===== src/tzp_pkg.sv =====
// ----------------------------------------------------------------------------
// tzp_pkg: shared types and constants of the torus point plotter
// Command codes, controller states, datapath steps and the shade ramp.
// ----------------------------------------------------------------------------
package tzp_pkg;

  localparam int COLUMNS_DEF = 80;
  localparam int ROWS_DEF    = 22;

  localparam logic [1:0] CMD_CLEAR = 2'd0;
  localparam logic [1:0] CMD_PLOT  = 2'd1;
  localparam logic [1:0] CMD_READ  = 2'd2;

  localparam logic [7:0] CHAR_SPACE = 8'd32;
  localparam int         DIV_STEPS  = 16;

  typedef enum logic [2:0] {
    S_CLEAR,
    S_IDLE,
    S_DISPATCH,
    S_PLOT,
    S_READW,
    S_RESP
  } ctl_state_e;

  // one entry per datapath step of a plot; P_DIV is held for every divider iteration
  typedef enum logic [4:0] {
    P_NONE,
    P_CH, P_CHE, P_CHG, P_FG, P_FE, P_DEN,
    P_LH, P_LHM, P_LHN, P_TN, P_TM, P_PXY,
    P_CD, P_CDG, P_CDE, P_LD, P_LDN, P_A, P_AM, P_LUM, P_LUMC,
    P_DIVI, P_DIV,
    P_PXD, P_PYD, P_XY, P_RD, P_WR
  } pstep_e;

  typedef struct packed {
    logic   capture;
    logic   clr_en;
    logic   rd_cell;
    logic   take_cell;
    logic   load_out;
    pstep_e step;
  } tzp_cmd_t;

  typedef struct packed {
    logic [1:0] cmd;
    logic       clr_last;
  } tzp_stat_t;

  function automatic logic [7:0] ramp_char(input logic [3:0] lum);
    logic [7:0] ch;
    case (lum)
      4'd0:    ch = 8'h2E;
      4'd1:    ch = 8'h2C;
      4'd2:    ch = 8'h2D;
      4'd3:    ch = 8'h7E;
      4'd4:    ch = 8'h3A;
      4'd5:    ch = 8'h3B;
      4'd6:    ch = 8'h3D;
      4'd7:    ch = 8'h21;
      4'd8:    ch = 8'h2A;
      4'd9:    ch = 8'h23;
      4'd10:   ch = 8'h24;
      default: ch = 8'h40;
    endcase
    return ch;
  endfunction

endpackage


===== src/tzp_controller.sv =====
// ----------------------------------------------------------------------------
// tzp_controller: sequencer of the torus point plotter
// Runs clear sweeps, the plot step list, cell reads and the output handshake.
// ----------------------------------------------------------------------------
module tzp_controller (
  input  logic                clk_i,
  input  logic                rst_ni,
  input  logic                in_valid_i,
  output logic                in_ready_o,
  input  logic                out_ready_i,
  output logic                out_valid_o,
  input  tzp_pkg::tzp_stat_t  stat_i,
  output tzp_pkg::tzp_cmd_t   cmd_o
);

  tzp_pkg::ctl_state_e state_q, state_d;
  tzp_pkg::pstep_e     step_q, step_d;
  logic [3:0]          div_q, div_d;
  logic                clr_resp_q, clr_resp_d;
  logic                out_valid_q, out_valid_d;

  always_ff @(posedge clk_i or negedge rst_ni) begin
    if (!rst_ni) begin
      state_q     <= tzp_pkg::S_CLEAR;
      step_q      <= tzp_pkg::P_NONE;
      div_q       <= '0;
      clr_resp_q  <= 1'b0;
      out_valid_q <= 1'b0;
    end else begin
      state_q     <= state_d;
      step_q      <= step_d;
      div_q       <= div_d;
      clr_resp_q  <= clr_resp_d;
      out_valid_q <= out_valid_d;
    end
  end

  always_comb begin
    state_d    = state_q;
    step_d     = step_q;
    div_d      = div_q;
    clr_resp_d = clr_resp_q;
    cmd_o      = '0;
    in_ready_o = 1'b0;
    case (state_q)
      tzp_pkg::S_CLEAR: begin
        cmd_o.clr_en = 1'b1;
        if (stat_i.clr_last) begin
          state_d    = clr_resp_q ? tzp_pkg::S_RESP : tzp_pkg::S_IDLE;
          clr_resp_d = 1'b0;
        end
      end
      tzp_pkg::S_IDLE: begin
        in_ready_o = 1'b1;
        if (in_valid_i) begin
          cmd_o.capture = 1'b1;
          state_d       = tzp_pkg::S_DISPATCH;
        end
      end
      tzp_pkg::S_DISPATCH: begin
        case (stat_i.cmd)
          tzp_pkg::CMD_CLEAR: begin
            clr_resp_d = 1'b1;
            state_d    = tzp_pkg::S_CLEAR;
          end
          tzp_pkg::CMD_PLOT: begin
            step_d  = tzp_pkg::P_CH;
            div_d   = '0;
            state_d = tzp_pkg::S_PLOT;
          end
          tzp_pkg::CMD_READ: begin
            cmd_o.rd_cell = 1'b1;
            state_d       = tzp_pkg::S_READW;
          end
          default: state_d = tzp_pkg::S_RESP;
        endcase
      end
      tzp_pkg::S_PLOT: begin
        cmd_o.step = step_q;
        if (step_q == tzp_pkg::P_DIV) begin
          div_d = div_q + 4'd1;
          if (div_q == 4'(tzp_pkg::DIV_STEPS - 1)) begin
            step_d = tzp_pkg::pstep_e'(step_q + 5'd1);
          end
        end else if (step_q == tzp_pkg::P_WR) begin
          step_d  = tzp_pkg::P_NONE;
          state_d = tzp_pkg::S_RESP;
        end else begin
          step_d = tzp_pkg::pstep_e'(step_q + 5'd1);
        end
      end
      tzp_pkg::S_READW: begin
        cmd_o.take_cell = 1'b1;
        state_d         = tzp_pkg::S_RESP;
      end
      tzp_pkg::S_RESP: begin
        if (!out_valid_q || out_ready_i) begin
          cmd_o.load_out = 1'b1;
          state_d        = tzp_pkg::S_IDLE;
        end
      end
      default: state_d = tzp_pkg::S_IDLE;
    endcase
    out_valid_d = cmd_o.load_out ? 1'b1 : (out_ready_i ? 1'b0 : out_valid_q);
  end

  assign out_valid_o = out_valid_q;

endmodule


===== config.mk =====
export PLATFORM = sky130hd
export DESIGN_NAME = tzp_controller
export DESIGN_NICKNAME = d
export VERILOG_FILES = /design/src/tzp_pkg.sv /design/src/tzp_controller.sv
export SDC_FILE = /design/constraint.sdc
export NUM_CORES = 1
export LEC_CHECK = 0
export ABC_CLOCK_PERIOD_IN_PS = 1600
export BUFFER_PORTS_ARGS = -buffer_cell sky130_fd_sc_hd__buf_2
export CAP_MARGIN = 20
export CORE_ASPECT_RATIO = 0.9
export CORE_MARGIN = 2
export CORE_UTILIZATION = 48
export CTS_CLUSTER_DIAMETER = 60
export DETAILED_ROUTE_END_ITERATION = 10
export GPL_TIMING_DRIVEN = 0
export PLACE_DENSITY = 0.74
export SLEW_MARGIN = 10
export SYNTH_ARGS = -nofsm -noshare
export SYNTH_HDL_FRONTEND = slang
export SYNTH_SLANG_ARGS = --single-unit

===== constraint.sdc =====
create_clock -name clk_i -period 1.6 [get_ports clk_i]
set_input_delay 0.08 -clock clk_i [delete_from_list [all_inputs] [get_ports clk_i]]
set_output_delay 0.08 -clock clk_i [all_outputs]
set_load 0.03 [all_outputs]

== After elaboration in Yosys (flattened, before gate mapping) ==
Cells that the tools add are included.

* Logic and storage cells: 68
* Register bits after elaboration: 14
* Output and inout port bits: 12
* Input port bits: 7

* Equality and inequality tests: 19
* Multiplexer cells: 31
* $add $sub $neg: 2
* Reductions and logical operators: 11

{| class="wikitable"
|+ Operator list
! operator !! count
|-
| 2-to-1 mux 5 bit || 5
|-
| 2-to-1 mux 3 bit || 6
|-
| one-hot mux 3 bit (6 select lines) || 1
|-
| 2-to-1 mux 1 bit || 13
|-
| inequality test 2 bit (second input constant) || 6
|-
| equality test 5 bit (second input constant) || 2
|-
| one-hot mux 5 bit (2 select lines) || 1
|-
| one-hot mux 3 bit (3 select lines) || 1
|-
| AND reduction 3 bit || 3
|-
| 2-to-1 mux 4 bit || 2
|-
| one-hot mux 4 bit (2 select lines) || 1
|-
| equality test 3 x 2 -> 1 bit (second input constant) || 2
|-
| equality test 3 bit (second input constant) || 2
|-
| nonzero test 2 bit || 3
|-
| adder 5 x 1 -> 5 bit (second input constant) || 1
|-
| AND reduction 5 bit || 1
|-
| adder 4 x 1 -> 4 bit (second input constant) || 1
|-
| equality test 4 bit (second input constant) || 1
|-
| inequality test 2 x 1 -> 1 bit (second input constant) || 2
|-
| equality test 3 x 1 -> 1 bit (second input constant) || 1
|-
| logical NOT 3 bit || 1
|-
| inequality test 3 bit (second input constant) || 1
|-
| equality test 2 x 1 -> 1 bit (second input constant) || 1
|-
| equality test 2 bit (second input constant) || 1
|-
| 4 further kinds || 4
|}

== Longest topological paths before layout ==
* Word-level depth: 5
* Depth in mapped cells: 6
* Depth with buffers taken out: 6

== Least setup slack after synthesis ==
No wires, ideal clock.

* Path kind: register -> register
* From: register step_q[0]
* To: register div_q[2]
* Setup time: 0.125 ns
* Arrival time: 1.407 ns
* Path slack: 0.069 ns
* Data required time: 1.475 ns
* Path buffers: 0
* Stages on the path, launching flop included: 6
* Period minus slack after synthesis: 1.531 ns
* Cells stage by stage: dfrtp_1 ha_1 inv_1 or4_4 xor2_1 nor2_2

* Word-level cells in the longest chain between the ends: 3

{| class="wikitable"
|+ RTL lines
! element !! line !! source
|-
| start: declaration || tzp_controller.sv:17 || <nowiki>tzp_pkg::pstep_e step_q, step_d;</nowiki>
|-
| start signal: assignment || tzp_controller.sv:25 || <nowiki>step_q <= tzp_pkg::P_NONE;</nowiki>
|-
| start signal: assignment || tzp_controller.sv:31 || <nowiki>step_q <= step_d;</nowiki>
|-
| equality test 5 bit || tzp_controller.sv:80 || <nowiki>if (step_q == tzp_pkg::P_DIV) begin</nowiki>
|-
| inequality test 2 bit (no source line) || - ||
|-
| AND reduction 3 bit (no source line) || - ||
|-
| end signal: assignment || tzp_controller.sv:32 || <nowiki>div_q <= div_d;</nowiki>
|-
| end: declaration || tzp_controller.sv:18 || <nowiki>logic [3:0] div_q, div_d;</nowiki>
|}

No other way between the ends.
A chain may end at the register's enable or synchronous reset.

== Worst setup path in the final report ==
* From: register step_q[0]
* To: register state_q[2]

* Word-level cells in the longest chain between the ends: 3
* Elaborated cells between the ends (all ways): 5
* Those cells by class: 4 x eq/ne; 1 x reduce/logical

{| class="wikitable"
|+ RTL lines
! element !! line !! source
|-
| equality test 5 bit, on equally long branches || tzp_controller.sv:85, tzp_controller.sv:80 ||
|-
| inequality test 2 bit (no source line) || - ||
|-
| AND reduction 5 bit (no source line) * || - ||
|-
| end signal: assignment || tzp_controller.sv:24 || <nowiki>state_q <= tzp_pkg::S_CLEAR;</nowiki>
|-
| end signal: assignment || tzp_controller.sv:30 || <nowiki>state_q <= state_d;</nowiki>
|-
| end: declaration || tzp_controller.sv:16 || <nowiki>tzp_pkg::ctl_state_e state_q, state_d;</nowiki>
|}

Every way passes the cells marked *; elsewhere a longest branch is shown, timed or not.

==> results.json <==
{
  "drive_above_1_share_pct": 32.58,
  "grt_usage_pct": 19.49,
  "cp-startpoint": "step_q[0]$_DFFE_PN0P_",
  "maxClockFrequency_mhz": 646.8,
  "netlist_top_cells_area": "dfrtp_1 37%, nor2_1 5.9%, o21ai_0 4.2%, ha_1 3.9%, nand2_1 3.2%",
  "slew_violations": 0,
  "yosysUniqueCellTypes": 41,
  "synth_top_area_share_pct": 36.79,
  "cts-root-buf": "clkbuf_4",
  "setup_violations": 0,
  "hp-start": "in_valid_i",
  "finalHoldViolCount": 0,
  "hpwl_um": 1490,
  "end_kind": "flop",
  "grt_max_degree": 15,
  "fp-row-count": 15,
  "clk_pin_slew_ns": 0.09,
  "cp.depth": 6,
  "synth_edf_count": 0,
  "start_util_pct": 50.23,
  "cts_tree": "yes",
  "htree_levels": 1,
  "critPathLaunchType": "flop",
  "place_congestion": 0.8112,
  "whs_ns": 0.05035,
  "syn-cell-area_sq_um": 952.2,
  "postRouteAntennaNets": 0,
  "viasPerCell": 5.656,
  "rsz0062_at_grt": "true",
  "wl_per_cell_um": 13.34,
  "skew_ns": 0.003823,
  "hold_depth": 3,
  "cp.arrival_ns": 1.74,
  "numCtsBuffers": 3,
  "port_buffers": 18,
  "tightest_slew_ns": 0.3277,
  "ys_warn_count": 0,
  "path_max_fanout": 4,
  "min-delay-path-class": "primary input to flop",
  "worst_slack_ns": 0.05402,
  "wl_um": 2094,
  "postSynthAreaPerCell_sq_um": 8.656,
  "io_pins": 19,
  "powerDensity_mw_per_mm2": 1963,
  "diodes": 0,
  "slowest_delay_ns": 0.46,
  "clock-sinks": 14,
  "clock_insertion_delay_worst_skew_ns": 0.28,
  "syn_inst": 110,
  "grt_antenna_before_repair": 0,
  "firstDrtPassIters": 4,
  "status": "finished, final reports clean",
  "nets": 143,
  "r2r_cells": 6,
  "seq_area_frac_synth_pct": 36.79,
  "ys_async_sr_fraction_pct": 100.0,
  "dp_worst_setup_slack_ns": -0.08938,
  "yosys.area.top_type": "dfrtp_1",
  "ir_drop_v": 0.001164,
  "drt-initial-drc-count": 16,
  "grt_pass1_wl_um": 3360,
  "die_y_um": 46.25,
  "grt_pass1_vias": 776,
  "die_area_sq_mm": 0.002356,
  "slew_headroom_pct": 78.15,
  "synth_seq_cells": 14,
  "finalPower_mw": 2.316,
  "period_share_pct": 96.62,
  "critPathSlowestCell": "dfrtp_2",
  "cp_top_family": "flip-flops",
  "r2r-start": "step_q[0]$_DFFE_PN0P_",
  "path_cells": "inv_2 > ha_2 > and4_2 > a21oi_1 > o2bb2ai_1 > a211oi_2",
  "setup.worst_path.class": "flop to flop",
  "multi_input_area_sq_um": 574.3,
  "cap_violations": 0,
  "p_leak_nw": 0.5508,
  "final.min_clock_period_ns": 1.546,
  "max-clock-path-buffers": 2,
  "required_ns": 1.80,
  "n_fill_cell": 169,
  "grt_overflow": 0,
  "tns_ns": 0,
  "drc": 0,
  "synthFlopType": "dfrtp_1",
  "area_growth_pct": 23.92,
  "die_width_um": 50.95,
  "seqCellArea_sq_um": 352.8,
  "vias": 888,
  "cp_num_buf_inv": 1,
  "syn-num-nets": 120,
  "core_area_sq_mm": 0.001896
}
==> sequential cells by signal (all words and copies together) (netlist names) <==
name and cells:
clr_resp_q 1, div_q 4, out_valid_o 1, state_q 3, step_q 5
==> layout by cell type, fill, tap and decap left out, drive strengths merged, types with 2 or more instances in the layout <==
cell type  Yosys  layout
a211oi         3       3
a21oi          2       2
a32o           2       2
and2           3       3
buf            4      24
clkbuf         3       4
dfrtp         14      14
ha             3       3
inv            5       5
mux2i          2       2
nand2          8       8
nand2b         3       3
nand3          5       5
nand3b         3       3
nor2          16      16
nor2b          2       2
nor3           3       3
nor3b          2       2
nor4           2       2
o21ai          8       8
==> synth_stat cells (all sizes together), types with 2 or more instances <==
cell and instances:
nand2 8, ha 3, and2 3, nor3b 2, o21ai 8, nand3b 3
nand3 5, nor2b 2, clkbuf 3, a32o 2, nand2b 3, mux2i 2
nor3 3, nor2 16, buf 4, inv 5, a21oi 2, nor4 2
a211oi 3, dfrtp 14
==> where the power goes <==
part | switching, mW | total, mW | internal (mW)
clock | 0.119 | 0.258 | 0.138
sequential | 0.175 | 0.695 | 0.520
combinational | 0.780 | 1.36 | 0.583
total | 1.07 | 2.32 | 1.24
==> worst min-delay path, delay by kind of cell <==
| kind | cells | cell delay [ns] |
|---|---|---|
| AOI/OAI and AO/OA | 1 | 0.07 |
| and+or+nand+nor | 1 | 0.06 |
| buffers and inverters | 1 | 0.09 |
==> per-stage QoR <==
step | util [%] | instances | cell area, sq um
detailed placement | 56.63 | 153 | 1074
finish | 62.24 | 157 | 1180
global route | 62.24 | 157 | 1180
floorplan | - | 110 | 952.2
global placement | 56.63 | 153 | 1074
CTS | 60.33 | 158 | 1144
==> what timing repair did <==
action	in CTS	in global routing
setup endpoints to repair	9	12
endpoints found under the hold margin	14	0
gates resized for setup	6	16
pin swaps	0	1
hold buffers	1	0
buffers inserted	1	0
==> final timing paths <==
check | endpoint | slack [ns]
max reg2reg | state_q[2]$_DFFE_PN0P_ | 0.05
max in group asynchronous | step_q[1]$_DFFE_PN0P_ | 1.12
min | state_q[1]$_DFFE_PN0P_ | 0.05
max | state_q[2]$_DFFE_PN0P_ | 0.05
min reg2reg | clr_resp_q$_DFFE_PN0P_ | 0.51
min in group asynchronous | state_q[1]$_DFFE_PN0P_ | 0.22
==> kinds of logic after synthesis <==
kind of cell	count (synthesis)	share of synthesized area (%)
fa+ha+maj	3	3.943
buf+inv	12	6.438
xor+xnor	2	1.840
compound gates	20	14.06
mux	3	3.285
simple gates	56	33.64
flops	14	36.79
==> metal layers <==
layer | track usage, % | part of all wire, % | up-vias
li1 | - | - | 440
met1 | 24.64 | 44 | 422
met2 | 33.77 | 50 | 22
met3 | 2.922 | 4.5 | 4
met4 | 8.108 | 1.5 | 0
met5 | 0 | 0 | -
==> layout make-up <==
type,instances,area share (%)
well taps,25,2.651
multi-input cells,84,48.67
repair buffers,20,9.862
clock buffers,4,3.075
plain buffers,5,4.242
inverters,5,1.591
flip-flops and latches,14,29.90
(Power assumes the default switching activity.)
